===== config.mk =====
export PLATFORM = sky130hd
export DESIGN_NAME = rtp_place_flat
export DESIGN_NICKNAME = d
export VERILOG_FILES = /design/src/rtp_pkg.sv /design/src/rtp_rsp_if.sv /design/src/rtp_place.sv /design/src/flat_wrapper.sv
export VERILOG_INCLUDE_DIRS = /design/src /design/src/src
export SDC_FILE = /design/constraint.sdc
export NUM_CORES = 1
export LEC_CHECK = 0
export BUFFER_PORTS_ARGS = -buffer_cell sky130_fd_sc_hd__buf_2
export CORE_UTILIZATION = 45
export DETAILED_ROUTE_END_ITERATION = 8
export PLACE_DENSITY_LB_ADDON = 0.25
export SLEW_MARGIN = 20
export SYNTH_ARGS = -nofsm -noshare
export SYNTH_HDL_FRONTEND = slang
export SYNTH_SLANG_ARGS = --single-unit

===== constraint.sdc =====
create_clock -name clock -period 17.75 [get_ports clock]
set_clock_uncertainty 0.1 [all_clocks]
set_input_delay 0.8875 -clock clock [delete_from_list [all_inputs] [get_ports clock]]
set_output_delay 0.8875 -clock clock [all_outputs]
set_load 0.05 [all_outputs]

===== src/rect_to_polar_convert_defines.svh =====
// Assertion macros shared by the rectangular-to-polar converter modules.
`ifndef RECT_TO_POLAR_CONVERT_DEFINES_SVH
`define RECT_TO_POLAR_CONVERT_DEFINES_SVH

// Same-cycle implication, checked at every rising clock edge outside reset.
`define RTP_ASSERT_NOW(label, clk, rst, ante, cons, msg) \
   label: assert property (@(posedge clk) disable iff (rst) (ante) |-> (cons)) else $error(msg);

// Next-cycle implication, checked at every rising clock edge outside reset.
`define RTP_ASSERT_NEXT(label, clk, rst, ante, cons, msg) \
   label: assert property (@(posedge clk) disable iff (rst) (ante) |=> (cons)) else $error(msg);

`endif


===== src/rtp_pkg.sv =====
// Package with the constants, angle table and shared types of the converter.
package rtp_pkg;

   localparam int COORD_WIDTH_DEF    = 16;
   localparam int ROTATION_STEPS_DEF = 16;
   localparam int GUARD_BITS         = 16;
   localparam int TABLE_LEN          = 32;
   localparam int ACC_WIDTH          = 32;
   localparam int MAG_WIDTH          = 16;
   localparam int ANGLE_WIDTH        = 17;
   localparam int ANGLE_SHIFT        = 16;

   localparam logic [ANGLE_WIDTH-1:0] HALF_PI_UNITS       = 17'd16384;
   localparam logic [ANGLE_WIDTH-1:0] PI_UNITS            = 17'd32768;
   localparam logic [ANGLE_WIDTH-1:0] THREE_HALF_PI_UNITS = 17'd49152;
   localparam logic [ACC_WIDTH:0]     ROUND_HALF          = 33'd32768;

   localparam int ANGLE_MIN = -32768;
   localparam int ANGLE_MAX = 49152;

   // Entry i is round(atan(2^-i) / pi * 2^31).
   localparam logic [ACC_WIDTH-1:0] ROT_ANGLE [TABLE_LEN] = '{
      32'd536870912, 32'd316933406, 32'd167458907, 32'd85004756,
      32'd42667331,  32'd21354465,  32'd10679838,  32'd5340245,
      32'd2670163,   32'd1335087,   32'd667544,    32'd333772,
      32'd166886,    32'd83443,     32'd41722,     32'd20861,
      32'd10430,     32'd5215,      32'd2608,      32'd1304,
      32'd652,       32'd326,       32'd163,       32'd81,
      32'd41,        32'd20,        32'd10,        32'd5,
      32'd3,         32'd1,         32'd1,         32'd0
   };

   typedef struct packed {
      logic x_neg;
      logic y_neg;
      logic x_zero;
      logic y_zero;
   } rtp_flags_type;

endpackage


===== src/rtp_rsp_if.sv =====
// Result channel carrying one magnitude and angle pair.
interface rtp_rsp_if;
   logic                                   valid;
   logic                                   ready;
   logic        [rtp_pkg::MAG_WIDTH-1:0]   magnitude;
   logic signed [rtp_pkg::ANGLE_WIDTH-1:0] angle;

   modport source (output valid, output magnitude, output angle, input ready);
   modport sink (input valid, input magnitude, input angle, output ready);
endinterface


===== src/rtp_place.sv =====
// Output stage: angle rounding, quadrant placement and the result register.
`include "rect_to_polar_convert_defines.svh"

module rtp_place #(
   parameter int COORD_WIDTH = rtp_pkg::COORD_WIDTH_DEF
) (
   input  logic                                 clock,
   input  logic                                 reset,
   input  logic                                 in_valid,
   output logic                                 in_ready,
   input  logic        [2*COORD_WIDTH-1:0]      in_root,
   input  logic signed [rtp_pkg::ACC_WIDTH-1:0] in_acc,
   input  rtp_pkg::rtp_flags_type               in_flags,
   rtp_rsp_if.source                            rsp
);
   import rtp_pkg::*;

   logic                          valid_ff;
   logic        [MAG_WIDTH-1:0]   mag_ff;
   logic signed [ANGLE_WIDTH-1:0] angle_ff;

   logic        [ACC_WIDTH-1:0]   acc_pos;
   logic        [ACC_WIDTH:0]     rounded;
   logic        [ANGLE_WIDTH-1:0] theta_raw;
   logic        [ANGLE_WIDTH-1:0] theta;
   logic        [ANGLE_WIDTH-1:0] placed;
   logic        [ANGLE_WIDTH-1:0] angle_in;

   assign acc_pos   = in_acc[ACC_WIDTH-1] ? '0 : in_acc;
   assign rounded   = {1'b0, acc_pos} + ROUND_HALF;
   assign theta_raw = ANGLE_WIDTH'(rounded >> ANGLE_SHIFT);
   assign theta     = (theta_raw > HALF_PI_UNITS) ? HALF_PI_UNITS : theta_raw;
   assign placed    = in_flags.x_neg ? (PI_UNITS - theta) : theta;

   always_comb begin
      priority if (in_flags.x_zero) begin
         // The negative y axis reports three quarter turns rather than minus a quarter turn.
         if (in_flags.y_zero) begin
            angle_in = '0;
         end else if (in_flags.y_neg) begin
            angle_in = THREE_HALF_PI_UNITS;
         end else begin
            angle_in = HALF_PI_UNITS;
         end
      end else if (in_flags.y_zero) begin
         angle_in = in_flags.x_neg ? PI_UNITS : '0;
      end else begin
         angle_in = in_flags.y_neg ? (~placed) + {{(ANGLE_WIDTH-1){1'b0}}, 1'b1} : placed;
      end
   end

   assign in_ready = !valid_ff || rsp.ready;

   always_ff @(posedge clock) begin
      if (reset) begin
         valid_ff <= 1'b0;
      end else if (in_ready) begin
         valid_ff <= in_valid;
      end
      if (in_ready) begin
         mag_ff   <= in_root[MAG_WIDTH-1:0];
         angle_ff <= angle_in;
      end
   end

   assign rsp.valid     = valid_ff;
   assign rsp.magnitude = mag_ff;
   assign rsp.angle     = angle_ff;

   `RTP_ASSERT_NEXT(a_origin_zero, clock, reset, in_valid && in_ready && in_flags.x_zero && in_flags.y_zero, rsp.valid && rsp.angle == '0 && rsp.magnitude == '0, "origin did not give a zero result")
   `RTP_ASSERT_NOW(a_angle_range, clock, reset, rsp.valid, rsp.angle >= ANGLE_MIN && rsp.angle <= ANGLE_MAX, "angle outside its range")

endmodule


===== src/flat_wrapper.sv =====
// flat-port wrapper written by rule: the top's interface ports become plain ports
module rtp_place_flat import rtp_pkg::*;
#(
   parameter int COORD_WIDTH = rtp_pkg::COORD_WIDTH_DEF
)
  (clock, reset, in_valid, in_ready, in_root, in_acc, in_flags, rsp_valid, rsp_magnitude, rsp_angle, rsp_ready);
  rtp_rsp_if rsp_i ();
  input  logic clock;
  input  logic reset;
  input  logic in_valid;
  output logic in_ready;
  input  logic        [2*COORD_WIDTH-1:0] in_root;
  input  logic signed [rtp_pkg::ACC_WIDTH-1:0] in_acc;
  input  rtp_pkg::rtp_flags_type in_flags;
  output wire logic [$bits(rsp_i.valid)-1:0] rsp_valid;
  output wire logic [$bits(rsp_i.magnitude)-1:0] rsp_magnitude;
  output wire logic [$bits(rsp_i.angle)-1:0] rsp_angle;
  input wire logic [$bits(rsp_i.ready)-1:0] rsp_ready;
  assign rsp_valid = rsp_i.valid;
  assign rsp_magnitude = rsp_i.magnitude;
  assign rsp_angle = rsp_i.angle;
  assign rsp_i.ready = rsp_ready;
  rtp_place #(.COORD_WIDTH(COORD_WIDTH)) u_core (.clock(clock), .reset(reset), .in_valid(in_valid), .in_ready(in_ready), .in_root(in_root), .in_acc(in_acc), .in_flags(in_flags), .rsp(rsp_i));
endmodule

Word-level counts from Yosys, hierarchy flattened. Cells that the tools add are included.

Add/subtract/negate cells: 3. Order comparisons: 1. Multiplexer cells: 9. Bitwise operators: 1. Reductions and logical operators: 2.

Operators by type and width (count): $mux 17 (6); $add 32x16->33 const B (1); $mux 16 (2); $mux 31 (1); $add 17x1->17 const B (1); $gt 17x15->1 const B (1); $not 17->17 (1); $sub 16x17->17 const A (1); $logic_not 1->1 (1); $logic_or 1x1->1 (1).

Bits in registers: 34. Input port bits: 72. Output and inout port bits: 35. Logic and storage cells: 19.

Longest topological paths before layout.
Word-level depth: 11. Mapped depth: 23. Mapped depth without buffers: 17.

Worst setup path before layout. OpenSTA, ideal clock, no wires.

Kind: in2reg. Start: input port in_acc[31] (netlist name). End: register u_core.angle_ff[15] (netlist: u_core.rsp.angle[15]) (data pin). Setup time: 260 ps. Data arrival time: 6063 ps. Slack: 11327 ps. Cell stages on the path: 21. Path through: buf_2 > clkbuf_1 > buf_1 > nor2b_1 > ha_1 > a311oi_1 > a311oi_1 > or4_1 > buf_2 > or4_4 > buf_6 > o31ai_4 > nand2_1 > ha_1 > nand3_1 > o31a_1 > o41ai_1 > a311oi_1 > o211a_1 > nand4_2 > mux2_4.

Longest elaborated chain between the ends: 11.

RTL lines: start, declared (RTL line flat_wrapper.sv:13) `input logic signed [rtp_pkg::ACC_WIDTH-1:0] in_acc;`; $mux 31 * (RTL line rtp_place.sv:29) `assign acc_pos = in_acc[ACC_WIDTH-1] ? '0 : in_acc;`; $add 32x16->33 * (RTL line rtp_place.sv:30) `assign rounded = {1'b0, acc_pos} + ROUND_HALF;`; $gt 17x15->1 (RTL line rtp_place.sv:32) `assign theta = (theta_raw > HALF_PI_UNITS) ? HALF_PI_UNITS : theta_raw;`; $mux 17 * (RTL line rtp_place.sv:32); $sub 16x17->17 (RTL line rtp_place.sv:33) `assign placed = in_flags.x_neg ? (PI_UNITS - theta) : theta;`; $mux 17 * (RTL line rtp_place.sv:33); $not 17->17 (RTL line rtp_place.sv:48) `angle_in = in_flags.y_neg ? (~placed) + {{(ANGLE_WIDTH-1){1'b0}}, 1'b1} : placed;`; $add 17x1->17 (RTL line rtp_place.sv:48); $mux 17 * (RTL line rtp_place.sv:48); $mux 17 * (RTL line rtp_place.sv:45) `end else if (in_flags.y_zero) begin`; $mux 17 * (RTL line rtp_place.sv:36) `priority if (in_flags.x_zero) begin`; net u_core.angle_in[15] (RTL line rtp_place.sv:27) `logic [ANGLE_WIDTH-1:0] angle_in;`; end signal, assigned (RTL line rtp_place.sv:62) `angle_ff <= angle_in;`; end, declared (RTL line rtp_place.sv:20) `logic signed [ANGLE_WIDTH-1:0] angle_ff;`.

Mark *: on every way through the listed nets, which the timed path passes. The rest lies on a longest branch. A chain may end at the register's enable or synchronous reset.

Worst setup path in the final report. Ends and elaborated chain as after synthesis.

==> metrics <==
status finished, final reports clean; Worst-path clk slew 0.06 ns; Synth warnings 0; Final setup viols 0; EDFF count, synth 33; Final period util 37.9%; initial antenna violation count 0; placer congestion estimate 0.834; Layout Nets 467; #FFs+latches synth 34; simple-gate portion of the synthesized area 26.1%; Crit path arrival time 6.64 ns; final slew viol count 0; Via-to-Cell Ratio 5.87; mux contribution to synthesized area 4.12%; clk sinks 34; Filler Cells Inserted 576; CTS buffer count 5; post-layout util 54.2%; Root Driver clkbuf_8; Detailed Place HPWL 5.27 mm; DRC Markers 0; First-pass DRT Iterations 4; Commonest cells post-synth 33 x edfxtp_1, 33 x nor2_1, 22 x nand2_1; via count of the first global-routing pass 2,483; P per Cell Area 69.4 nW/um^2; Max-slew headroom 28.7%; drt wl/cell 14.3 microns; Die Width 83.3 microns; syn_area_per_cell 9.16 sq um; largest cells by area after synthesis edfxtp_1 33%, nor2_1 4.2%, a21oi_1 2.9%; largest family of logic cells by synthesized area simple AND/OR/NAND/NOR gates; Max-Cap Viols 0; first-pass GRT wire length 11.4 mm; GRT busiest layer met2; gr ovfl total 0; sequential share of the synthesized area 33.9%; CTS tree yes; CP Data Required Time 17.67 ns; met2 Track Usage GR 34.1%; final hold vios 0; IO Pins 107; Post-CTS Hold Buffers 0; total power 240 uW; fmax 149 MHz; Crit Path Class in2reg; Initial Util 46.6%; area grow syn2layout 16.3%; met3 Track Usage GR 3.08%; via count 2,759; share of the synthesized area in the top cell type 33.3%; WL final 6.73 mm; DRT iter0 DRCs 114; Tmin final 6.72 ns; post-cts sizing count 0; core area 6390 sq um; complex-gate fraction of the synthesized area 25.8%; share of cells above drive strength 1 28.5%; Worst-Skew Late Latency 0.27 ns; DIE AREA 6950 sq um; Port Buf Inserts 75; Max clock buf depth 2; Critical Path End Type flip-flop; Leak 0.00140 uW; measured slew at the worst slew-check pin 1.06 ns; top_reg_cell synth edfxtp_1; Synth Area in XOR/XNOR 4.71%; Synth async-reset ratio 0%; setup TNS 0 ns; unrepaired setup endpoints after global routing false; Die Ht 83.3 microns; DP Cell Count 462; total track usage 19.6%; CP max FO 31; worst vdd ir 0.0846 mV; Net Count, Synth 400; Max H-tree Level 2; Core Rows 29; Detail Route Antenna Nets 0; Synth area leader edfxtp_1; largest net degree at the start of global routing 36; Worst Hold Class in2reg; number of distinct library cells after synthesis 78; Cell Area, Synth 2980 sq um; post-CTS setup buffers 0; grt met1 use 24.0%; n_diodes 0; Finished Layout Cells 470; Syn Inst Count 325; startpoint types input pin; Synth Area in Adders 1.26%
-- per-stage QoR --
step           hold slack [ns]  worst slack, ns  instance area, sq um
6_report                 0.673            11.03                  3460
5_1_grt                  0.660            10.80                  3460
4_1_cts                  0.658            11.11                  3460
3_5_place_dp             0.749            10.84                  3380
3_3_place_gp             0.721            10.93                  3380
2_1_floorplan            0.857            11.33                  2980
-- logic make-up after synthesis --
| family | count (synthesis) |
|---|---|
| buffers and inverters | 27 |
| multiplexers | 11 |
| flip-flops | 34 |
| adder cells (fa/ha/maj) | 3 |
| XOR/XNOR | 16 |
| AO/OA/AOI/OAI | 95 |
| AND/OR/NAND/NOR | 139 |
-- final cells by class --
type	count	area, sq um	area share (%)
multi-input combinational	264	1850	53.3
clock buffer	6	72.6	2.10
sequential	34	1010	29.2
clock inverter	2	8.76	0.253
timing repair buffer	77	390	11.3
inverter	10	37.5	1.08
tap	77	96.3	2.78
-- final timing paths --
path                          from                  endpoint  slack, ns  depth (start not counted)
hold reg to reg   u_core.rsp.valid   u_core.rsp.magnitude[4]       0.74                          2
setup / recovery        in_acc[31]      u_core.rsp.angle[15]      11.03                         17
hold / removal               reset          u_core.rsp.valid       0.67                          2
setup reg to reg  u_core.rsp.valid  u_core.rsp.magnitude[12]      16.58                          2
-- sequential cells by signal (all words and copies together), names as in the netlist --
name	count
u_core.rsp.angle	17
u_core.rsp.magnitude	16
u_core.rsp.valid	1
-- worst max-delay path: stages --
cell	delay (ns)
buf_2	0.39
nor2b_1	0.10
ha_1	0.31
a311oi_1	0.30
a311oi_1	0.09
or4_1	0.67
or4_4	0.63
o31ai_4	0.44
nand2_1	0.18
ha_1	0.33
nand3_1	0.24
o31a_1	0.28
o41ai_1	0.09
a311oi_1	0.90
o211a_1	0.34
nand4_2	0.14
mux2_4	0.32
-- layout by cell type, fill, tap and decap left out, types with 5 or more instances in the layout --
cell type / count
a31oi_1: 5
nand4_1: 9
mux2i_1: 7
nand2b_1: 6
nor2_1: 33
edfxtp_1: 33
nor4_1: 5
o21ai_0: 12
xor2_1: 8
inv_1: 10
o31ai_1: 7
a311oi_1: 5
nor3_1: 9
a21oi_1: 17
nor2b_1: 8
nand2_1: 22
xnor2_1: 8
nand3_1: 11
buf_2: 75
clkbuf_8: 5
-- power by group --
part	leakage, uW	internal [uW]	switching (uW)	total (uW)
clock network	0.0000426	26.8	23.0	49.9
logic	0.000991	29.1	64.6	93.7
registers	0.000366	95.6	1.28	96.9
total	0.00140	152	88.9	240
-- routing by layer --
| metal | wire (microns) | vias up |
|---|---|---|
| met1 | 2970 | 1228 |
| met5 | 0 | - |
| met4 | 131 | 0 |
| li1 | - | 1408 |
| met2 | 3160 | 114 |
| met3 | 468 | 9 |
Note: power is estimated with default switching activity, not from simulation.
