File: config.mk
export PLATFORM = sky130hd
export DESIGN_NAME = rtp_stage
export DESIGN_NICKNAME = d
export VERILOG_FILES = /design/src/rtp_pkg.sv /design/src/rtp_stage.sv
export VERILOG_INCLUDE_DIRS = /design/src /design/src/src
export SDC_FILE = /design/constraint.sdc
export NUM_CORES = 1
export LEC_CHECK = 0
export BUFFER_PORTS_ARGS = -buffer_cell sky130_fd_sc_hd__buf_2
export CAP_MARGIN = 20
export CORE_UTILIZATION = 40
export CTS_BUF_LIST = sky130_fd_sc_hd__clkbuf_16
export DETAILED_ROUTE_END_ITERATION = 16
export HOLD_SLACK_MARGIN = 0.12
export SLEW_MARGIN = 40
export SYNTH_ARGS = -nofsm -noshare
export SYNTH_HDL_FRONTEND = slang
export SYNTH_SLANG_ARGS = --single-unit
File: constraint.sdc
create_clock -name clock -period 7.47 [get_ports clock]
set_input_delay 1.1205 -clock clock [delete_from_list [all_inputs] [get_ports clock]]
set_output_delay 1.1205 -clock clock [all_outputs]
set_load 0.01 [all_outputs]
File: src/rect_to_polar_convert_defines.svh
// Assertion macros shared by the rectangular-to-polar converter modules.
`ifndef RECT_TO_POLAR_CONVERT_DEFINES_SVH
`define RECT_TO_POLAR_CONVERT_DEFINES_SVH

// Same-cycle implication, checked at every rising clock edge outside reset.
`define RTP_ASSERT_NOW(label, clk, rst, ante, cons, msg) \
   label: assert property (@(posedge clk) disable iff (rst) (ante) |-> (cons)) else $error(msg);

// Next-cycle implication, checked at every rising clock edge outside reset.
`define RTP_ASSERT_NEXT(label, clk, rst, ante, cons, msg) \
   label: assert property (@(posedge clk) disable iff (rst) (ante) |=> (cons)) else $error(msg);

`endif

File: src/rtp_pkg.sv
// Package with the constants, angle table and shared types of the converter.
package rtp_pkg;

   localparam int COORD_WIDTH_DEF    = 16;
   localparam int ROTATION_STEPS_DEF = 16;
   localparam int GUARD_BITS         = 16;
   localparam int TABLE_LEN          = 32;
   localparam int ACC_WIDTH          = 32;
   localparam int MAG_WIDTH          = 16;
   localparam int ANGLE_WIDTH        = 17;
   localparam int ANGLE_SHIFT        = 16;

   localparam logic [ANGLE_WIDTH-1:0] HALF_PI_UNITS       = 17'd16384;
   localparam logic [ANGLE_WIDTH-1:0] PI_UNITS            = 17'd32768;
   localparam logic [ANGLE_WIDTH-1:0] THREE_HALF_PI_UNITS = 17'd49152;
   localparam logic [ACC_WIDTH:0]     ROUND_HALF          = 33'd32768;

   localparam int ANGLE_MIN = -32768;
   localparam int ANGLE_MAX = 49152;

   // Entry i is round(atan(2^-i) / pi * 2^31).
   localparam logic [ACC_WIDTH-1:0] ROT_ANGLE [TABLE_LEN] = '{
      32'd536870912, 32'd316933406, 32'd167458907, 32'd85004756,
      32'd42667331,  32'd21354465,  32'd10679838,  32'd5340245,
      32'd2670163,   32'd1335087,   32'd667544,    32'd333772,
      32'd166886,    32'd83443,     32'd41722,     32'd20861,
      32'd10430,     32'd5215,      32'd2608,      32'd1304,
      32'd652,       32'd326,       32'd163,       32'd81,
      32'd41,        32'd20,        32'd10,        32'd5,
      32'd3,         32'd1,         32'd1,         32'd0
   };

   typedef struct packed {
      logic x_neg;
      logic y_neg;
      logic x_zero;
      logic y_zero;
   } rtp_flags_type;

endpackage

File: src/rtp_stage.sv
// One pipeline stage: one square-root digit and one vectoring rotation, each passed through past its step count.
`include "rect_to_polar_convert_defines.svh"

module rtp_stage #(
   parameter int COORD_WIDTH    = rtp_pkg::COORD_WIDTH_DEF,
   parameter int ROTATION_STEPS = rtp_pkg::ROTATION_STEPS_DEF,
   parameter int STEP           = 0
) (
   input  logic                                              clock,
   input  logic                                              reset,
   input  logic                                              in_valid,
   output logic                                              in_ready,
   input  logic        [2*COORD_WIDTH-1:0]                   in_rem,
   input  logic        [2*COORD_WIDTH-1:0]                   in_root,
   input  logic signed [COORD_WIDTH+rtp_pkg::GUARD_BITS+2:0] in_a,
   input  logic signed [COORD_WIDTH+rtp_pkg::GUARD_BITS+2:0] in_b,
   input  logic signed [rtp_pkg::ACC_WIDTH-1:0]              in_acc,
   input  rtp_pkg::rtp_flags_type                            in_flags,
   output logic                                              out_valid,
   input  logic                                              out_ready,
   output logic        [2*COORD_WIDTH-1:0]                   out_rem,
   output logic        [2*COORD_WIDTH-1:0]                   out_root,
   output logic signed [COORD_WIDTH+rtp_pkg::GUARD_BITS+2:0] out_a,
   output logic signed [COORD_WIDTH+rtp_pkg::GUARD_BITS+2:0] out_b,
   output logic signed [rtp_pkg::ACC_WIDTH-1:0]              out_acc,
   output rtp_pkg::rtp_flags_type                            out_flags
);
   import rtp_pkg::*;

   localparam int RW = 2 * COORD_WIDTH;
   localparam int CW = COORD_WIDTH + GUARD_BITS + 3;

   logic                        valid_ff;
   logic        [RW-1:0]        rem_ff;
   logic        [RW-1:0]        root_ff;
   logic signed [CW-1:0]        a_ff;
   logic signed [CW-1:0]        b_ff;
   logic signed [ACC_WIDTH-1:0] acc_ff;
   rtp_flags_type               flags_ff;

   logic        [RW-1:0]        rem_in;
   logic        [RW-1:0]        root_in;
   logic signed [CW-1:0]        a_in;
   logic signed [CW-1:0]        b_in;
   logic signed [ACC_WIDTH-1:0] acc_in;

   generate
      if (STEP < COORD_WIDTH) begin : g_sqrt
         localparam logic [RW-1:0] SQ_BIT = RW'(1) << (2 * (COORD_WIDTH - 1 - STEP));
         logic [RW:0] trial;
         logic        take;
         assign trial   = {1'b0, in_root} + {1'b0, SQ_BIT};
         assign take    = ({1'b0, in_rem} >= trial);
         assign rem_in  = take ? (in_rem - trial[RW-1:0]) : in_rem;
         assign root_in = take ? ((in_root >> 1) + SQ_BIT) : (in_root >> 1);
      end else begin : g_sqrt_done
         assign rem_in  = in_rem;
         assign root_in = in_root;
      end

      if (STEP < ROTATION_STEPS) begin : g_rotate
         localparam logic signed [ACC_WIDTH-1:0] STEP_ANGLE = ROT_ANGLE[STEP];
         logic signed [CW-1:0] sa;
         logic signed [CW-1:0] sb;
         logic                 b_pos;
         assign sa     = in_a >>> STEP;
         assign sb     = in_b >>> STEP;
         // Rotate towards the x axis: clockwise while b is zero or above.
         assign b_pos  = !in_b[CW-1];
         assign a_in   = b_pos ? (in_a + sb) : (in_a - sb);
         assign b_in   = b_pos ? (in_b - sa) : (in_b + sa);
         assign acc_in = b_pos ? (in_acc + STEP_ANGLE) : (in_acc - STEP_ANGLE);
      end else begin : g_rotate_done
         assign a_in   = in_a;
         assign b_in   = in_b;
         assign acc_in = in_acc;
      end
   endgenerate

   assign in_ready = !valid_ff || out_ready;

   always_ff @(posedge clock) begin
      if (reset) begin
         valid_ff <= 1'b0;
      end else if (in_ready) begin
         valid_ff <= in_valid;
      end
      if (in_ready) begin
         rem_ff   <= rem_in;
         root_ff  <= root_in;
         a_ff     <= a_in;
         b_ff     <= b_in;
         acc_ff   <= acc_in;
         flags_ff <= in_flags;
      end
   end

   assign out_valid = valid_ff;
   assign out_rem   = rem_ff;
   assign out_root  = root_ff;
   assign out_a     = a_ff;
   assign out_b     = b_ff;
   assign out_acc   = acc_ff;
   assign out_flags = flags_ff;

   `RTP_ASSERT_NEXT(a_stage_hold, clock, reset, valid_ff && !out_ready, valid_ff && $stable(acc_ff) && $stable(root_ff) && $stable(flags_ff), "stalled stage changed its request")

endmodule

### Yosys cells after proc, flatten, opt, wreduce, memory -nomap -nowiden

Cells that the tools add are included.

* add/subtract/negate cells: 8
* multipliers: 0
* divide/modulo/power cells: 0
* magnitude comparators: 1
* eq/ne operators: 0
* shift operators: 0
* mux-type cells: 5
* bitwise operators: 0
* reductions and logical operators: 2

Operators by type and width (count)
* $mux W35: 2
* $sub A35 B35 Y35: 2
* $mux W32: 2
* $add A35 B35 Y35: 1
* $add A32 B31 Y33 const B: 1
* $ge A32 B33 Y1: 1
* $add A31 B31 Y32 const B: 1
* $add A32 B31 Y32 const B: 1
* $sub A32 B31 Y32 const B: 1
* $sub A32 B32 Y32: 1
* $mux W31: 1
* $logic_not A1 Y1: 1
* $logic_or A1 B1 Y1: 1

* bits in registers: 171
* latch bits: 0
* memory bits (writable): 0
* bits in read-only memories: 0
* input port bits: 174
* output and inout bits: 172
* logic and storage cells: 27
* memories kept: 0

### Depth between registers and ports, before layout

Gate-level depths: netlist of the first run.

* depth in word-level cells: 3
* mapped depth: 13
* depth with buffers taken out: 12

### Worst setup path before layout of the first run

OpenSTA, ideal clock, no wires.

* path type: input port to output port
* start point: input out_ready
* end point: output in_ready
* arrival: 5270 ps
* data required time: 6349 ps
* path slack: 1079 ps
* cell stages on the path: 1
* path buffers: 0
* path through: nand2b_1

* longest elaborated chain between the ends: 1

Ends and longest elaborated chain
* from (decl): RTL line rtp_stage.sv:20 `input logic out_ready,`
* $logic_or A1 B1 Y1: RTL line rtp_stage.sv:80 `assign in_ready = !valid_ff || out_ready;`
* to (decl): RTL line rtp_stage.sv:12 `output logic in_ready,`

Every way passes these cells.

### Final worst setup path of the first run

* start point: input in_root[5]
* end point: register rem_ff[4], in the netlist out_rem[4] (data pin)

* longest elaborated chain between the ends: 3

Ends and longest elaborated chain
* from (decl): RTL line rtp_stage.sv:14 `input logic [2*COORD_WIDTH-1:0] in_root,`
* $add A32 B31 Y33: RTL line rtp_stage.sv:52 `assign trial = {1'b0, in_root} + {1'b0, SQ_BIT};`
* $ge A32 B33 Y1: RTL line rtp_stage.sv:53 `assign take = ({1'b0, in_rem} >= trial);`
* $mux W32: RTL line rtp_stage.sv:54 `assign rem_in = take ? (in_rem - trial[RW-1:0]) : in_rem;`
* via rem_in[4]: RTL line rtp_stage.sv:41 `logic [RW-1:0] rem_in;`
* to (signal assigned): RTL line rtp_stage.sv:89 `rem_ff <= rem_in;`
* to (decl): RTL line rtp_stage.sv:34 `logic [RW-1:0] rem_ff;`

The timed path passes the listed nets, and every way through them passes these cells.
A chain may end at the register's enable or synchronous reset.

==> out/metrics.yaml, run 1 <==
clock_tree:
  numClockSinks: 170
  cts.htree.levels: 4
  cts.repair.resized: 0
  cts_tree: "done"
  cts_made_buffers: 17
  post_cts_buffers: 0
  cts.clk_slew.worst_paths_ns: 0.07
  worstSkewPairLatency_ns: 0.46
  clockBufferDepth: 2
  root_buffer: "clkbuf_16"
  holdBufCountCts: 0
power:
  power_leakage_nw: 7.31
  peakVddDrop_mv: 0.156
  power_density_mw_per_mm2: 203
status:
  status: "completed"
grt:
  grt_pass1_vias: 11500
  grt.overflow.total: 0
  gr-usage-all-layers: 0.256
  grt_pass1_wl_microns: 65900
  antenna_found_initial: 9
  grt_max_degree: 97
logic_synthesis:
  dominantRegCellSynth: "edfxtp_1"
  synth_async_sr_flop_share: 0
  avgSynthCellArea_sq_um: 9.81
  synth_cells: 1381
  ys_top_cells_by_area: "edfxtp_1 37%, ha_1 12%, xnor2_1 5.5%"
  yosysTopAreaCell: "edfxtp_1"
  synth_seq_cells: 170
  synth_edf_count: 169
  syn_nets: 1695
  synth.yosys.seq_area_share: 0.376
  yosysWarnings: 0
  ys_types: 88
  synth_top_area_share: 0.375
  synth_area_sq_mm: 0.0135
sta:
  fmax_mhz: 217
  fin_setup_tns_ns: 0
  worst_pin_slew_ns: 0.854
  finalHoldViolCount: 0
  slew_violations: 0
  max-slew-margin-rel: 0.431
  finClkSkew_ns: 0.0126
  rsz0062_at_grt: "no"
  setup_viol: 0
  period_share: 0.616
  whs_ns: 0.817
  post-route-min-period_ns: 4.60
  layout_setup_ws_ns: 2.87
placement:
  post-dp-hpwl_microns: 35700
  post-place-ws_ns: 2.52
  port_buffers: 345
  dp_cells: 2127
  gp_congestion: 0.919
critical_path:
  cp_top_family: "compound AO/OA/AOI/OAI gates"
  path_depth: 13
  path_cells: "buf_2, inv_1, ha_1, nand4_1, nor3_1, o21ai_1, a31oi_1, o31a_1, a31o_4, a31oi_4, a211oi_4, buf_4, mux2_2"
  crit_type: "in -> reg"
  critPathMaxFanout: 24
  cp-end-kind: "register"
  crit_path_top_delay_cell: "a211oi_4"
  cp.arrival_ns: 4.81
  rr_worst_depth: 2
  regToRegSetupSlack_ns: 5.33
  cp.required_ns: 7.67
  cp_num_buf_inv: 3
  crit_start: "in_root[5]"
  r2r-end: "out_root[9]"
  r2r_start: "out_valid"
  startpoint_type: "input pin"
  cp_slowest_stage_delay_ns: 0.74
floorplan:
  fp-row-count: 67
  die_x_microns: 186
  core_sq_mm: 0.0334
  die-area_sq_mm: 0.0346
  start_util: 0.405
  die_h_microns: 186
  io_pins: 346
finish:
  fillers: 3250
  post-route-util: 0.485
  instances_no_fill: 2161
  syn_to_final_growth_pct: 19.8
  finalNetCount: 2012
  drive_gt1_frac: 0.262
detailed_routing:
  ant_nets: 0
  drc: 0
  vias_per_cell: 5.51
  wl_per_cell_microns: 20.8
  drt-total-wl_microns: 45000
  dr.pass1.iters: 5
  first_iter_violations: 923
  vias: 11900
run:
  timing.max_cap.violations: 0
worst_hold_path:
  min-delay-start: "reset"
  whs_endpoint: "out_valid"
  whs_path_depth: 2
  min_path_type: "in -> reg"
[layer usage]
metal	part of all wire	global-route usage	vias to the layer above	wire [microns]
met3	0.071	0.0595	81	3200
met2	0.49	0.452	473	22000
met5	0.00060	0	-	27
met4	0.034	0.0974	4	1510
met1	0.41	0.298	5676	18200
li1	-	-	5672	-
[flip-flops by register name (all words and copies together) (netlist names)]
name       cells
out_root      32
out_b         35
out_flags      4
out_acc       32
out_rem       32
out_a         34
out_valid      1
[layout make-up]
type	count	area, sq um	area share
Timing Repair Buffer	351	1780	0.110
Sequential cell	170	5090	0.314
Multi-Input combinational cell	1009	7660	0.472
Clock inverter	12	144	0.00886
Clock buffer	17	425	0.0262
Antenna cell	5	12.5	0.000771
Inverter	149	559	0.0344
Tap cell	448	561	0.0345
[synthesized netlist by cell type (5+ instances only)]
cell type    n
a211oi_1    10
nor3_1      23
ha_1       135
or3_1        9
nand3_1     21
fa_1         5
nand2_1     71
and2_1       7
o31a_1       5
and3_1      11
o221ai_1    10
o211ai_1     7
inv_1      146
nand2b_1    16
a21boi_0     7
buf_1       13
xnor2_1     85
mux2_4      26
xor2_1      12
a221oi_1     5
a31oi_1      9
mux2i_1     21
nand4_1     16
nor4_1       9
o2111ai_1    6
o21a_1      18
nor2b_1     10
a21o_1      34
edfxtp_1   169
o21ai_0     76
clkbuf_1    29
o31ai_1     13
o21bai_1    20
a21oi_1    148
nor2_1      79
[power by group]
group | internal [mW] | switching, mW | total [mW]
combinational | 0.448 | 0.672 | 1.12
sequential | 1.23 | 0.0442 | 1.28
clock | 0.492 | 0.413 | 0.905
[worst max path at each step]
stage                            end
after floorplan             in_ready
after global placement    out_rem[4]
after detailed placement  out_rem[4]
after CTS                 out_rem[4]
after global routing      out_rem[2]
final                     out_rem[4]
[cells by family after synthesis]
kind of cell               synth area share
xor gates and xnor gates             0.0627
DFF                                   0.376
AOI/OAI and AO/OA                     0.215
muxes                                0.0476
buffers and inverters                0.0591
and+or+nand+nor                       0.107
adders and majority gates             0.132
[cells in the final DEF, fill, tap and decap left out, types with 5 or more instances in the layout]
| cell type | n |
|---|---|
| o31ai_1 | 13 |
| o31a_1 | 5 |
| buf_2 | 344 |
| buf_4 | 6 |
| a31oi_1 | 9 |
| a21o_1 | 34 |
| nand4_1 | 16 |
| o221ai_1 | 10 |
| nor3_1 | 23 |
| nor2b_1 | 10 |
| fa_1 | 5 |
| a211oi_1 | 10 |
| and2_1 | 7 |
| xor2_1 | 12 |
| nand2_1 | 71 |
| a21oi_1 | 148 |
| edfxtp_1 | 169 |
| and3_1 | 11 |
| ha_1 | 135 |
| inv_1 | 146 |
| a21boi_0 | 7 |
| xnor2_1 | 85 |
| o2111ai_1 | 6 |
| diode_2 | 5 |
| mux2i_1 | 21 |
| o21bai_1 | 20 |
| o21ai_0 | 76 |
| o211ai_1 | 7 |
| nor4_1 | 9 |
| clkinvlp_4 | 5 |
| nand2b_1 | 15 |
| clkbuf_16 | 17 |
| nand3_1 | 21 |
| nor2_1 | 79 |
| a221oi_1 | 5 |
| or3_1 | 9 |
| o21a_1 | 18 |
| mux2_4 | 26 |
[worst register-to-register path, cell delays in order, from the launching register on]
cell	delay [ns]
dfxtp_1	0.35
nand2b_4	0.56
buf_4	0.79
[stage by stage]
step                      power [mW]  area [sq um]
final                           3.30         16200
after global routing            3.46         16200
after CTS                       3.32         16200
after detailed placement        2.41         15700
after global placement          2.40         15700
after floorplan                 2.00         13500
Power figures use the tool's default switching activity.
==> inputs of run 2 (changes only) <==
ABC_AREA = 1   (was unset)
clock period = 4 ns   (was 7.47 ns; I/O delays follow)
==> out/metrics.yaml, run 2 <==
grt:
  gr-usage-met2: 0.468
  gr-usage-all-layers: 0.283
  grt_pass1_vias: 14900
  met3_usage: 0.0304
  top_usage_layer: "met2"
  grt_max_degree: 86
  grt_pass1_wl_microns: 83000
  grt.overflow.total: 0
  antenna_found_initial: 0
  met1_usage: 0.377
floorplan:
  die_h_microns: 197
  start_util: 0.405
  fp-row-count: 71
  die-area_sq_mm: 0.0388
  core_sq_mm: 0.0376
  io_pins: 346
  die_x_microns: 197
placement:
  dp_cells: 2980
  gp_congestion: 0.994
  post-place-ws_ns: 0.859
  port_buffers: 345
  post-dp-hpwl_microns: 46200
  placed_area_sq_mm: 0.0174
logic_synthesis:
  syn_nets: 2482
  synth_seq_cells: 170
  synthTopCellsByCount: "634 x nand2_1, 313 x inv_1, 208 x nand3_1"
  synth_cells: 2168
  ys_types: 45
  synth_edf_count: 169
  avgSynthCellArea_sq_um: 7.02
  yosysWarnings: 0
  yosysTopAreaCell: "edfxtp_1"
  synth_async_sr_flop_share: 0
  synth_area_sq_mm: 0.0152
  synth_top_area_share: 0.334
  synth.yosys.seq_area_share: 0.335
  dominantRegCellSynth: "edfxtp_1"
  ys_top_cells_by_area: "edfxtp_1 33%, nand2_1 16%, ha_1 11%"
  yosysMostFrequentCell: "nand2_1"
detailed_routing:
  wl_per_cell_microns: 18.4
  vias_per_cell: 5.20
  first_iter_violations: 1206
  drt-total-wl_microns: 55300
  dr.pass1.iters: 6
  vias: 15700
  ant_nets: 0
  drc: 0
clock_tree:
  post_cts_buffers: 0
  numClockSinks: 170
  root_buffer: "clkbuf_16"
  worstSkewPairLatency_ns: 0.48
  cts.repair.resized: 0
  cts_tree: "done"
  cts.htree.levels: 4
  clockBufferDepth: 2
  holdBufCountCts: 0
  cts.clk_slew.worst_paths_ns: 0.08
  cts_made_buffers: 17
sta:
  finalHoldViolCount: 0
  finClkSkew_ns: 0.0205
  period_share: 0.679
  slew_violations: 0
  worst_pin_slew_ns: 0.807
  fin_setup_tns_ns: 0
  fmax_mhz: 368
  max-slew-margin-rel: 0.462
  rsz0062_at_grt: "no"
  post-route-min-period_ns: 2.72
  setup_viol: 0
  layout_setup_ws_ns: 1.28
finish:
  final_cell_mix: "633 x nand2_1, 345 x buf_2, 312 x inv_1"
  drive_gt1_frac: 0.167
  diodes: 0
  finalNetCount: 2802
  instances_no_fill: 3012
  syn_to_final_growth_pct: 18.3
  largest_reg_flops: 35
  fin_area_sq_mm: 0.0180
  final_common_cell: "nand2_1"
  fillers: 3960
critical_path:
  startpoint_type: "input pin"
  crit_path_top_delay_cell: "fa_1"
  path_cells: "buf_2, inv_1, ha_1, fa_1, o21bai_1, nand2_1, nand2_1, nand2_1, nand2_1, nand2_1, nand2_1, nand2_1, nand3_1, nand2_1"
  critPathMaxFanout: 4
  cp.arrival_ns: 2.91
  crit_type: "in -> reg"
  cp_slowest_stage_delay_ns: 0.48
  cp-end-kind: "register"
  cp_common_cell: "nand2_1"
  cp.required_ns: 4.19
power:
  power_leakage_nw: 9.27
  peakVddDrop_mv: 0.290
  power_density_mw_per_mm2: 351
worst_hold_path:
  min_path_type: "in -> reg"
status:
  status: "completed"
run:
  timing.max_cap.violations: 0
[run 2: changes by cell type after synthesis, sizes merged, moves of 25 or more]
cell	before	now
a21o	34	9
inv	148	318
mux2	30	0
nand2	71	640
nand3	21	209
nor2	80	193
o21ai	78	125
xnor2	85	3
xor2	12	43
[run 2: power by group]
group	switching (mW)	internal, mW
clock network	0.895	0.855
logic	1.51	0.732
registers	0.0665	2.26
[run 2: path summary, 6_finish.rpt]
check	startpoint	end	slack, ns	depth (start not counted)
worst max register to register	out_valid	out_acc[23]	2.30	2
worst min-delay path	reset	out_valid	0.30	2
worst min register to register	out_valid	out_valid	0.95	2
worst max-delay path	in_a[0]	out_a[32]	1.28	14
[run 2: logic make-up (layout without fill, tap and decap cells)]
logic type                 Yosys count  after routing  synth area share
adders and majority gates          140            140             0.118
and+or+nand+nor                   1100           1100             0.302
buffers and inverters              373            706            0.0996
AOI/OAI and AO/OA                  339            339             0.120
xor gates and xnor gates            46             46            0.0265
DFF                                170            170             0.335
[run 2: area by class of cell]
type / instances / area [sq um] / share of cell area
multi-input cells: 1625 / 8630 / 0.479
clock buffers: 17 / 425 / 0.0236
inverters: 318 / 1190 / 0.0664
well taps: 511 / 639 / 0.0355
repair buffers: 356 / 1820 / 0.101
clock inverters: 15 / 191 / 0.0106
flip-flops and latches: 170 / 5090 / 0.283
[run 2: per-stage QoR]
stage	power [mW]	utilization	hold WS, ns
6_report	6.31	0.479	0.296
5_1_grt	6.65	0.479	0.287
4_1_cts	6.33	0.479	0.271
3_5_place_dp	4.58	0.462	0.771
3_3_place_gp	4.57	0.462	0.759
2_1_floorplan	3.73	-	0.669
[run 2: routing by layer]
metal	part of all wire	routed length, microns	vias to the layer above
met5	0	0	-
met4	0.033	1810	0
met3	0.067	3710	90
met2	0.46	25400	645
met1	0.44	24400	7204
li1	-	-	7711
[run 2: critical path, delay by kind of cell]
kind	cells	cell delay, ns
and+or+nand+nor	9	1.00
adders and majority gates	2	0.78
AOI/OAI and AO/OA	1	0.39
buffers and inverters	2	0.14
