==> src/rect_to_polar_convert_defines.svh <==
// Assertion macros shared by the rectangular-to-polar converter modules.
`ifndef RECT_TO_POLAR_CONVERT_DEFINES_SVH
`define RECT_TO_POLAR_CONVERT_DEFINES_SVH

// Same-cycle implication, checked at every rising clock edge outside reset.
`define RTP_ASSERT_NOW(label, clk, rst, ante, cons, msg) \
   label: assert property (@(posedge clk) disable iff (rst) (ante) |-> (cons)) else $error(msg);

// Next-cycle implication, checked at every rising clock edge outside reset.
`define RTP_ASSERT_NEXT(label, clk, rst, ante, cons, msg) \
   label: assert property (@(posedge clk) disable iff (rst) (ante) |=> (cons)) else $error(msg);

`endif

==> src/rtp_pkg.sv <==
// Package with the constants, angle table and shared types of the converter.
package rtp_pkg;

   localparam int COORD_WIDTH_DEF    = 16;
   localparam int ROTATION_STEPS_DEF = 16;
   localparam int GUARD_BITS         = 16;
   localparam int TABLE_LEN          = 32;
   localparam int ACC_WIDTH          = 32;
   localparam int MAG_WIDTH          = 16;
   localparam int ANGLE_WIDTH        = 17;
   localparam int ANGLE_SHIFT        = 16;

   localparam logic [ANGLE_WIDTH-1:0] HALF_PI_UNITS       = 17'd16384;
   localparam logic [ANGLE_WIDTH-1:0] PI_UNITS            = 17'd32768;
   localparam logic [ANGLE_WIDTH-1:0] THREE_HALF_PI_UNITS = 17'd49152;
   localparam logic [ACC_WIDTH:0]     ROUND_HALF          = 33'd32768;

   localparam int ANGLE_MIN = -32768;
   localparam int ANGLE_MAX = 49152;

   // Entry i is round(atan(2^-i) / pi * 2^31).
   localparam logic [ACC_WIDTH-1:0] ROT_ANGLE [TABLE_LEN] = '{
      32'd536870912, 32'd316933406, 32'd167458907, 32'd85004756,
      32'd42667331,  32'd21354465,  32'd10679838,  32'd5340245,
      32'd2670163,   32'd1335087,   32'd667544,    32'd333772,
      32'd166886,    32'd83443,     32'd41722,     32'd20861,
      32'd10430,     32'd5215,      32'd2608,      32'd1304,
      32'd652,       32'd326,       32'd163,       32'd81,
      32'd41,        32'd20,        32'd10,        32'd5,
      32'd3,         32'd1,         32'd1,         32'd0
   };

   typedef struct packed {
      logic x_neg;
      logic y_neg;
      logic x_zero;
      logic y_zero;
   } rtp_flags_type;

endpackage

==> src/rtp_req_if.sv <==
// Request channel carrying one rectangular point.
interface rtp_req_if #(
   parameter int COORD_WIDTH = rtp_pkg::COORD_WIDTH_DEF
);
   logic                          valid;
   logic                          ready;
   logic signed [COORD_WIDTH-1:0] x_coord;
   logic signed [COORD_WIDTH-1:0] y_coord;

   modport source (output valid, output x_coord, output y_coord, input ready);
   modport sink (input valid, input x_coord, input y_coord, output ready);
endinterface

==> src/rtp_front.sv <==
// Front end: absolute values, squares and the start of both iterations.
module rtp_front #(
   parameter int COORD_WIDTH = rtp_pkg::COORD_WIDTH_DEF
) (
   input  logic                                              clock,
   input  logic                                              reset,
   rtp_req_if.sink                                           req,
   output logic                                              out_valid,
   input  logic                                              out_ready,
   output logic        [2*COORD_WIDTH-1:0]                   out_rad,
   output logic signed [COORD_WIDTH+rtp_pkg::GUARD_BITS+2:0] out_a,
   output logic signed [COORD_WIDTH+rtp_pkg::GUARD_BITS+2:0] out_b,
   output rtp_pkg::rtp_flags_type                            out_flags
);
   import rtp_pkg::*;

   localparam int W  = COORD_WIDTH;
   localparam int RW = 2 * COORD_WIDTH;

   logic          [W-1:0]  x_bits;
   logic          [W-1:0]  y_bits;
   logic          [W-1:0]  ax_in;
   logic          [W-1:0]  ay_in;
   rtp_flags_type          flags_in;

   logic                   valid1_ff;
   logic          [W-1:0]  ax1_ff;
   logic          [W-1:0]  ay1_ff;
   rtp_flags_type          flags1_ff;
   logic                   load1;

   logic                   valid2_ff;
   logic          [RW-1:0] sqx2_ff;
   logic          [RW-1:0] sqy2_ff;
   logic          [RW-1:0] sqx_in;
   logic          [RW-1:0] sqy_in;
   logic          [W-1:0]  ax2_ff;
   logic          [W-1:0]  ay2_ff;
   rtp_flags_type          flags2_ff;
   logic                   load2;

   logic                   valid3_ff;
   logic          [RW-1:0] rad3_ff;
   logic          [W-1:0]  ax3_ff;
   logic          [W-1:0]  ay3_ff;
   rtp_flags_type          flags3_ff;
   logic                   load3;

   assign x_bits = req.x_coord;
   assign y_bits = req.y_coord;

   // The most negative code negates to its own pattern, which read unsigned is correct.
   assign ax_in = x_bits[W-1] ? (~x_bits) + {{(W-1){1'b0}}, 1'b1} : x_bits;
   assign ay_in = y_bits[W-1] ? (~y_bits) + {{(W-1){1'b0}}, 1'b1} : y_bits;

   assign flags_in.x_neg  = x_bits[W-1];
   assign flags_in.y_neg  = y_bits[W-1];
   assign flags_in.x_zero = (x_bits == '0);
   assign flags_in.y_zero = (y_bits == '0);

   assign sqx_in = {{W{1'b0}}, ax1_ff} * {{W{1'b0}}, ax1_ff};
   assign sqy_in = {{W{1'b0}}, ay1_ff} * {{W{1'b0}}, ay1_ff};

   assign load3     = !valid3_ff || out_ready;
   assign load2     = !valid2_ff || load3;
   assign load1     = !valid1_ff || load2;
   assign req.ready = load1;

   always_ff @(posedge clock) begin
      if (reset) begin
         valid1_ff <= 1'b0;
         valid2_ff <= 1'b0;
         valid3_ff <= 1'b0;
      end else begin
         if (load1) valid1_ff <= req.valid;
         if (load2) valid2_ff <= valid1_ff;
         if (load3) valid3_ff <= valid2_ff;
      end
      if (load1) begin
         ax1_ff    <= ax_in;
         ay1_ff    <= ay_in;
         flags1_ff <= flags_in;
      end
      if (load2) begin
         sqx2_ff   <= sqx_in;
         sqy2_ff   <= sqy_in;
         ax2_ff    <= ax1_ff;
         ay2_ff    <= ay1_ff;
         flags2_ff <= flags1_ff;
      end
      if (load3) begin
         // Both squares are at most 2^(2W-2), so the sum cannot overflow.
         rad3_ff   <= sqx2_ff + sqy2_ff;
         ax3_ff    <= ax2_ff;
         ay3_ff    <= ay2_ff;
         flags3_ff <= flags2_ff;
      end
   end

   assign out_valid = valid3_ff;
   assign out_rad   = rad3_ff;
   assign out_a     = {3'b000, ax3_ff, {GUARD_BITS{1'b0}}};
   assign out_b     = {3'b000, ay3_ff, {GUARD_BITS{1'b0}}};
   assign out_flags = flags3_ff;

endmodule

==> src/flat_wrapper.sv <==
// flat-port wrapper written by rule: the top's interface ports become plain ports
module rtp_front_flat import rtp_pkg::*;
#(
   parameter int COORD_WIDTH = rtp_pkg::COORD_WIDTH_DEF
)
  (clock, reset, out_valid, out_ready, out_rad, out_a, out_b, out_flags, req_valid, req_x_coord, req_y_coord, req_ready);
  rtp_req_if #(.COORD_WIDTH(COORD_WIDTH)) req_i ();
  input  logic clock;
  input  logic reset;
  output logic out_valid;
  input  logic out_ready;
  output logic        [2*COORD_WIDTH-1:0] out_rad;
  output logic signed [COORD_WIDTH+rtp_pkg::GUARD_BITS+2:0] out_a;
  output logic signed [COORD_WIDTH+rtp_pkg::GUARD_BITS+2:0] out_b;
  output rtp_pkg::rtp_flags_type out_flags;
  input wire logic [$bits(req_i.valid)-1:0] req_valid;
  input wire logic [$bits(req_i.x_coord)-1:0] req_x_coord;
  input wire logic [$bits(req_i.y_coord)-1:0] req_y_coord;
  output wire logic [$bits(req_i.ready)-1:0] req_ready;
  assign req_i.valid = req_valid;
  assign req_i.x_coord = req_x_coord;
  assign req_i.y_coord = req_y_coord;
  assign req_ready = req_i.ready;
  rtp_front #(.COORD_WIDTH(COORD_WIDTH)) u_core (.clock(clock), .reset(reset), .req(req_i), .out_valid(out_valid), .out_ready(out_ready), .out_rad(out_rad), .out_a(out_a), .out_b(out_b), .out_flags(out_flags));
endmodule
==> config.mk <==
export PLATFORM = sky130hd
export DESIGN_NAME = rtp_front_flat
export DESIGN_NICKNAME = d
export VERILOG_FILES = /design/src/rect_to_polar_convert_defines.svh /design/src/rtp_pkg.sv /design/src/rtp_req_if.sv /design/src/rtp_front.sv /design/src/flat_wrapper.sv
export SDC_FILE = /design/constraint.sdc
export NUM_CORES = 1
export LEC_CHECK = 0
export BUFFER_PORTS_ARGS = -buffer_cell sky130_fd_sc_hd__buf_2
export CAP_MARGIN = 20
export CORE_AREA = 2 2 261 186
export DETAILED_ROUTE_END_ITERATION = 10
export DIE_AREA = 0 0 263 188
export PLACE_DENSITY_LB_ADDON = 0.15
export REMOVE_ABC_BUFFERS = 1
export SLEW_MARGIN = 20
export SYNTH_ARGS = -nofsm -noshare
export SYNTH_HDL_FRONTEND = slang
export SYNTH_SLANG_ARGS = --single-unit
export TNS_END_PERCENT = 50
==> constraint.sdc <==
create_clock -name clock -period 15.7 [get_ports clock]
set_clock_uncertainty 0.05 [all_clocks]
set_input_delay 1.57 -clock clock [delete_from_list [all_inputs] [get_ports clock]]
set_output_delay 1.57 -clock clock [all_outputs]
set_load 0.01 [all_outputs]
* Word-level counts from Yosys, hierarchy flattened
Cells that the tools add are included.
Cells by class: add/sub/neg operators 3, multiply operators 2, muxes and demuxes 2, bitwise operators 2, reductions and logical operators 8
Operator list (count):
- multiplier 16 x 16 -> 32 bit | 2
- adder 16 x 1 -> 16 bit (second input constant) | 2
- adder 32 bit | 1
- logical NOT 16 bit | 2
- NOT 16 bit | 2
- 2-to-1 mux 15 bit | 2
- logical NOT 1 bit | 3
- logical OR 1 bit | 3
Storage, ports and cells: register bits 207

* Longest topological paths before layout
Gate-level depths: netlist (run 1).
depth after elaboration 4, depth in mapped cells 23

* Worst setup path before layout (run 1)
No wires, ideal clock.
path type register to register, from register u_core.ay1_ff[14], to register u_core.sqy2_ff[31] (data pin), library setup time 0.255 ns, arrival time 6.123 ns, data required time 15.395 ns, path slack 9.272 ns, cell stages (with the launch flop) 22, path buffers 3, clock period less this slack 6.428 ns, path through edfxtp_1 clkbuf_1 clkbuf_1 nand2_1 fa_1 fa_1 inv_1 fa_1 fa_1 fa_1 inv_1 fa_1 inv_1 ha_1 clkbuf_1 and3_1 nor2b_1 a41o_1 o41ai_2 o21ai_1 or4_1 and3_1
Between the ends: word-level cells in the longest chain between the ends 1
Ends and longest elaborated chain:
- from (decl) | line rtp_front.sv:28 | logic [W-1:0] ay1_ff;
- from (signal assigned) | line rtp_front.sv:81 | ay1_ff <= ay_in;
- multiplier 16 x 16 -> 32 bit | line rtp_front.sv:62 | assign sqy_in = {{W{1'b0}}, ay1_ff} * {{W{1'b0}}, ay1_ff};
- named net u_core.sqy_in[31] | line rtp_front.sv:36 | logic [RW-1:0] sqy_in;
- to (signal assigned) | line rtp_front.sv:86 | sqy2_ff <= sqy_in;
- to (decl) | line rtp_front.sv:34 | logic [RW-1:0] sqy2_ff;
The timed path passes the listed nets, and every way through them passes these cells. A chain may end at the register's enable or synchronous reset.

* Final worst setup path (run 1)
from register u_core.ay1_ff[3], to register u_core.sqy2_ff[31] (data pin)
Same word-level chain as after synthesis.

==> impl_metrics.py, run 1 <==
metrics = {
    "floorplanning": {
        "floorplan.die_area_um2": 49400,
        "io_pins": 144,
        "core_um2": 47100,
        "floorplan.die.height_um": 188,
        "initial_core_util_pct": 49.4,
        "rows": 67,
        "dieWidth_um": 263,
    },
    "clock_tree": {
        "cts_hold_repair.buffers": 0,
        "ctsRootBufferMaster": "sky130_fd_sc_hd__clkbuf_16",
        "path_clk_slew_ns": 0.06,
        "cts_resized": 0,
        "cts_buffers": 25,
        "clock-sinks": 203,
        "number_of_buffers_on_the_longest_clock_path": 3,
        "cts_tree": "yes",
        "worstSkewPairLatency_ns": 0.55,
        "post-cts-setup-buffer-count": 0,
        "htree_num_levels": 1,
    },
    "setup_path": {
        "critical_setup_path_class": "flip-flop to flip-flop",
        "crit_path_max_fanout": 14,
        "setup.worst_path.start_class": "flip-flop",
        "worst_ep_arrival_time_ns": 7.32,
        "critPathRequiredTime_ns": 15.95,
        "r2r_cells": 20,
        "timing.critical_path.to_type": "flip-flop",
    },
    "sta": {
        "finalHoldViolations": 0,
        "setup-tns-final_ns": 0,
        "period_needed_ns": 7.07,
        "worstMarginPinSlew_ns": 0.929,
        "fmaxAchievable_mhz": 141,
        "setup_violations": 0,
        "rsz_0062_raised_after_global_routing": "false",
        "min_period_over_period_pct": 45.0,
        "timing.max_slew.rel_slack_pct": 37.3,
        "setup_ws_ns": 8.63,
        "drv_slew": 0,
    },
    "logic_synthesis": {
        "synthFlopType": "sky130_fd_sc_hd__edfxtp_1",
        "yosys_warnings": 0,
        "async_flop_share_pct": 0,
        "synth.area.mux_share_pct": 0.274,
        "yosysSeqAreaShare_pct": 26.1,
        "avgSynthCellArea_um2": 10.2,
        "synth_simple_gate_area_share_pct": 10.2,
        "synth-seq-cells": 203,
        "synth_enable_flop_cells": 200,
        "cell_count_after_synthesis": 2284,
        "synth_adder_area_share_pct": 40.4,
        "distinct_cell_type_count_of_the_synthesized_netlist": 62,
        "synth_top_family_by_area": "adder cells",
        "synth.cell_area_um2": 23300,
        "area_fraction_in_compound_gates_after_synthesis_pct": 8.09,
        "synth-xor-area-share_pct": 4.44,
    },
    "place": {
        "dp_hpwl_um": 41100,
        "gpl.final_weighted_congestion": 0.910,
        "io_buffers": 105,
        "place_worst_setup_slack_ns": 8.73,
    },
    "global_routing": {
        "first_global_vias": 16200,
        "groute.usage.overall_pct": 21.5,
        "grt_overflow": 0,
        "first_pass_grt_wire_length_um": 84400,
        "grt_max_degree": 57,
        "antenna_found_initial": 1,
    },
    "route": {
        "detail_route.vias_per_cell": 5.21,
        "detail_route.wirelength_um": 50900,
        "drt_iter0_markers": 1094,
        "ant_nets": 0,
        "vias": 15600,
        "drt_pre_antenna_iters": 5,
        "drc": 0,
        "avgRoutedWirePerCell_um": 16.9,
    },
    "min_path": {
        "number_of_cells_traversed_by_the_worst_hold_path": 0,
        "worst_hold_path_type": "flip-flop to flip-flop",
    },
    "finish": {
        "finish.net_count": 2958,
        "layout.cells.most_common_list": "sky130_fd_sc_hd__inv_1, sky130_fd_sc_hd__fa_1, sky130_fd_sc_hd__ha_1",
        "area_growth_syn_to_layout_pct": 7.71,
        "finalCoreUtilization_pct": 53.2,
        "antenna_cells_inserted": 0,
        "drive_gt1_share_pct": 7.47,
        "layout.cells.most_common": "sky130_fd_sc_hd__inv_1",
    },
    "status": {
        "run_status": "finished clean",
    },
    "flow_run": {
        "drv_cap": 0,
    },
}
## final cells by class
| class | count | area, um2 |
|---|---|---|
| clock inverters | 12 | 103 |
| fillers | 4316 | 22000 |
| repair buffers | 111 | 571 |
| well taps | 621 | 777 |
| multi-input cells | 1504 | 14900 |
| inverters | 520 | 1960 |
| flip-flops and latches | 203 | 6070 |
| clock buffers | 33 | 696 |
## cells by family after synthesis
family | Yosys count
multiplexers | 6
buffers and inverters | 614
flip-flops | 203
AO/OA/AOI/OAI | 286
AND/OR/NAND/NOR | 499
XOR/XNOR | 118
other | 1
adder cells (fa/ha/maj) | 557
## routing by layer
metal  up-vias  track usage [%]  routed length [um]
met5         -                0                   0
met4         0             4.15                 973
met3        48             3.22                3200
met2       413             31.7               21700
met1      7804             33.5               25000
li1       7379                -                   -
## synth_stat cells (all sizes together), types with 15 or more instances
master,instances,area [um2]
o21bai,15,113
inv,520,1950
and2,83,519
edfxtp,200,6010
a21o,40,300
nand3,18,90.1
xnor2,90,788
o21ai,57,285
ha,233,2920
nor2,99,372
nand2,200,751
buf,39,289
and3,15,93.8
fa,324,6490
a21oi,79,395
clkbuf,55,206
xor2,28,245
## registers in the layout (all words and copies together) (netlist names), 16 cells and up
signal and flops:
u_core.sqx2_ff 30, u_core.ay1_ff 16, u_core.ax2_ff 16, u_core.ax1_ff 16
u_core.out_rad 32, u_core.ay3_ff 16, u_core.sqy2_ff 30, u_core.ay2_ff 16
u_core.ax3_ff 16
## worst max-delay path: stages, from the launching register on
cell                       delay [ns]
sky130_fd_sc_hd__edfxtp_1        0.73
sky130_fd_sc_hd__inv_1           0.29
sky130_fd_sc_hd__nor2_1          0.25
sky130_fd_sc_hd__ha_1            0.29
sky130_fd_sc_hd__xor2_1          0.19
sky130_fd_sc_hd__fa_1            0.54
sky130_fd_sc_hd__inv_1           0.05
sky130_fd_sc_hd__fa_1            0.48
sky130_fd_sc_hd__fa_1            0.45
sky130_fd_sc_hd__fa_1            0.52
sky130_fd_sc_hd__inv_1           0.05
sky130_fd_sc_hd__fa_1            0.47
sky130_fd_sc_hd__inv_1           0.04
sky130_fd_sc_hd__ha_1            0.35
sky130_fd_sc_hd__and3_1          0.26
sky130_fd_sc_hd__nor2b_1         0.14
sky130_fd_sc_hd__a41o_1          0.26
sky130_fd_sc_hd__o41ai_2         0.51
sky130_fd_sc_hd__o21ai_1         0.19
sky130_fd_sc_hd__or4_1           0.52
sky130_fd_sc_hd__and3_1          0.18
## worst paths after layout
| check | from | slack [ns] | endpoint |
|---|---|---|---|
| min reg2reg | u_core.flags1_ff[2] | 0.37 | u_core.flags2_ff[2] |
| max reg2reg | u_core.ay1_ff[3] | 8.63 | u_core.sqy2_ff[31] |
| min | u_core.flags1_ff[2] | 0.37 | u_core.flags2_ff[2] |
| max | u_core.ay1_ff[3] | 8.63 | u_core.sqy2_ff[31] |
## through the flow
stage,cell area [um2],cells,hold WS [ns]
3_5_place_dp,24300,2959,0.355
5_1_grt,25100,3004,0.375
4_1_cts,25100,3004,0.369
6_report,25100,3004,0.367
3_3_place_gp,24300,2959,0.350
2_1_floorplan,22900,2227,0.350
Power of run 1 is left out: the tool's default activity adds up to more than one toggle a clock period on the data nets, which glitch-free logic cannot reach.
==> inputs of run 2 (changes only) <==
Settings changed: ABC_AREA from default to 1, CORE_AREA 2 2 261 186 to 2 2 272 194, DIE_AREA 0 0 263 188 to 0 0 274 196.
Clock period 15.7 ns to 6.95 ns, I/O delays scaled along.
==> run 2 against run 1 <==
- global-route usage increased by 1.1 points
- cell area increased by 8.5%
- via count increased by 19%
- hold slack got worse by 0.075 ns
- synthesized cell count increased by 35%
- critical path depth decreased by 1
- first-iteration DRC count increased by 22%
- routed wire length increased by 14%
- final cell count increased by 29%
- count of clock-buffer cells in the layout decreased by 4
- flip-flop and latch count unchanged
- critical path type unchanged
==> impl_metrics.py, run 2 <==
metrics = {
    "finish": {
        "largest_register_ffs": 32,
        "antenna_cells_inserted": 0,
        "area_growth_syn_to_layout_pct": 7.53,
        "layout.cells.most_common": "sky130_fd_sc_hd__inv_1",
        "layout.cells.most_common_list": "sky130_fd_sc_hd__inv_1, sky130_fd_sc_hd__nand2_1, sky130_fd_sc_hd__fa_1",
        "final-instance-count-excl-fill": 3868,
        "finalCoreUtilization_pct": 53.0,
        "finish.net_count": 3759,
        "drive_gt1_share_pct": 6.16,
    },
    "sta": {
        "min_period_over_period_pct": 95.0,
        "rsz_0062_raised_after_global_routing": "false",
        "fmaxAchievable_mhz": 151,
        "worstMarginPinSlew_ns": 1.06,
        "period_needed_ns": 6.60,
        "finalHoldViolations": 0,
        "setup-tns-final_ns": 0,
        "setup_ws_ns": 0.348,
        "timing.max_slew.rel_slack_pct": 29.3,
        "setup_violations": 0,
        "drv_slew": 0,
    },
    "route": {
        "detail_route.vias_per_cell": 4.82,
        "detail_route.wirelength_um": 58200,
        "avgRoutedWirePerCell_um": 15.1,
        "drc": 0,
        "ant_nets": 0,
        "vias": 18700,
        "drt_iter0_markers": 1337,
        "drt_pre_antenna_iters": 5,
    },
    "place": {
        "place_worst_setup_slack_ns": 0.499,
        "dp_hpwl_um": 49500,
        "io_buffers": 105,
        "gpl.final_weighted_congestion": 0.900,
        "post-place-cells": 3824,
    },
    "logic_synthesis": {
        "synth.cell_area_um2": 25300,
        "synth.top_cells.by_area": "sky130_fd_sc_hd__fa_1, sky130_fd_sc_hd__edfxtp_1, sky130_fd_sc_hd__inv_1",
        "synth_enable_flop_cells": 200,
        "avgSynthCellArea_um2": 8.20,
        "synthMostInstantiatedCell": "sky130_fd_sc_hd__inv_1",
        "yosysSeqAreaShare_pct": 24.0,
        "synth-seq-cells": 203,
        "synth_top_area_share_pct": 25.6,
        "netlist.top_cell.by_area": "sky130_fd_sc_hd__fa_1",
        "cell_count_after_synthesis": 3087,
        "synthFlopType": "sky130_fd_sc_hd__edfxtp_1",
        "yosys_warnings": 0,
        "distinct_cell_type_count_of_the_synthesized_netlist": 32,
        "commonest_cells_in_the_synthesized_netlist": "sky130_fd_sc_hd__inv_1, sky130_fd_sc_hd__nand2_1, sky130_fd_sc_hd__fa_1",
        "async_flop_share_pct": 0,
    },
    "global_routing": {
        "antenna_found_initial": 0,
        "groute.usage.overall_pct": 22.5,
        "first_pass_grt_wire_length_um": 96100,
        "first_global_vias": 18600,
        "grt_max_degree": 77,
        "grt_overflow": 0,
    },
    "setup_path": {
        "critical_path.max_stage_delay_ns": 0.93,
        "worst_ep_arrival_time_ns": 6.84,
        "critical-path-slowest-cell": "sky130_fd_sc_hd__edfxtp_1",
        "timing.critical_path.cells": "nand2_1 > fa_1 > fa_1 > inv_1 > fa_1 > fa_1 > fa_1 > inv_1 > fa_1 > inv_1 > ha_1 > nand2_1 > inv_1 > a21oi_1 > nand3_1 > nand2_1 > nand2_1 > nand2_1 > nand2_1",
        "setup.worst_path.start_class": "flip-flop",
        "critical_setup_path_class": "flip-flop to flip-flop",
        "crit_path_max_fanout": 19,
        "timing.critical_path.to_type": "flip-flop",
        "critPathRequiredTime_ns": 7.19,
    },
    "clock_tree": {
        "cts_tree": "yes",
        "htree_num_levels": 1,
        "clock-sinks": 203,
        "cts_buffers": 24,
        "cts_resized": 0,
        "post-cts-setup-buffer-count": 0,
        "cts_hold_repair.buffers": 0,
        "worstSkewPairLatency_ns": 0.55,
        "number_of_buffers_on_the_longest_clock_path": 3,
        "path_clk_slew_ns": 0.06,
        "ctsRootBufferMaster": "sky130_fd_sc_hd__clkbuf_16",
    },
    "floorplanning": {
        "floorplan.die.height_um": 196,
        "floorplan.die_area_um2": 53700,
        "dieWidth_um": 274,
        "initial_core_util_pct": 49.3,
        "rows": 70,
        "io_pins": 144,
        "core_um2": 51300,
    },
    "min_path": {
        "worst_hold_path_type": "primary input to flip-flop",
    },
    "flow_run": {
        "drv_cap": 0,
    },
    "status": {
        "run_status": "finished clean",
    },
}
## run 2: cell types whose count changed in the layout (fill, tap and decap cells not counted), sizes merged, moves of 49 or more
cell   delta
and2     -81
nand2   +654
xnor2    -76
nand3    +87
inv     +361
xor2     +49
## run 2: cell type report
class	instances	area (um2)
fillers	4932	24100
multi-input cells	1945	15600
flip-flops and latches	203	6070
inverters	875	3290
well taps	684	856
clock buffers	29	671
repair buffers	117	616
clock inverters	15	138
## run 2: worst max-delay path: cells and delay by family (launching register included)
| family | cells | cell delay, ns |
|---|---|---|
| flip-flops | 1 | 0.93 |
| AO/OA/AOI/OAI | 1 | 0.49 |
| buffers and inverters | 4 | 0.23 |
| AND/OR/NAND/NOR | 7 | 1.23 |
| adder cells (fa/ha/maj) | 7 | 3.42 |
## run 2: cells by family (layout without fill, tap and decap cells)
family | Yosys count | in the layout | share of synthesized area (%)
buf+inv | 976 | 1036 | 15.0
simple gates | 1163 | 1163 | 18.6
other cells | 1 | 38 | 0.0148
compound gates | 96 | 96 | 2.12
xor+xnor | 91 | 91 | 3.15
fa+ha+maj | 557 | 557 | 37.1
flops | 203 | 203 | 24.0
## run 2: per-layer routing
| metal | part of all wire, % | vias to the layer above | GRT usage (%) |
|---|---|---|---|
| met5 | 0 | - | 0 |
| met2 | 40 | 536 | 32.4 |
| met1 | 51 | 8865 | 36.0 |
| li1 | - | 9196 | - |
| met3 | 7.4 | 53 | 4.05 |
| met4 | 1.2 | 0 | 2.82 |
## run 2: final timing paths
kind                          from                  to  slack, ns  depth (start not counted)
setup reg to reg  u_core.ax1_ff[2]  u_core.sqx2_ff[31]       0.35                         19
hold / removal               reset    u_core.valid1_ff       0.29                          2
setup / recovery  u_core.ax1_ff[2]  u_core.sqx2_ff[31]       0.35                         19
hold reg to reg   u_core.ax2_ff[3]    u_core.ax3_ff[3]       0.37                          0
## run 2: through the flow
stage               hold slack, ns  area, um2
global placement             0.351      26400
finish                       0.292      27200
detailed placement           0.355      26400
floorplan                    0.350      24900
CTS                          0.272      27200
global route                 0.284      27200
Power of run 2 is left out for the same reason.
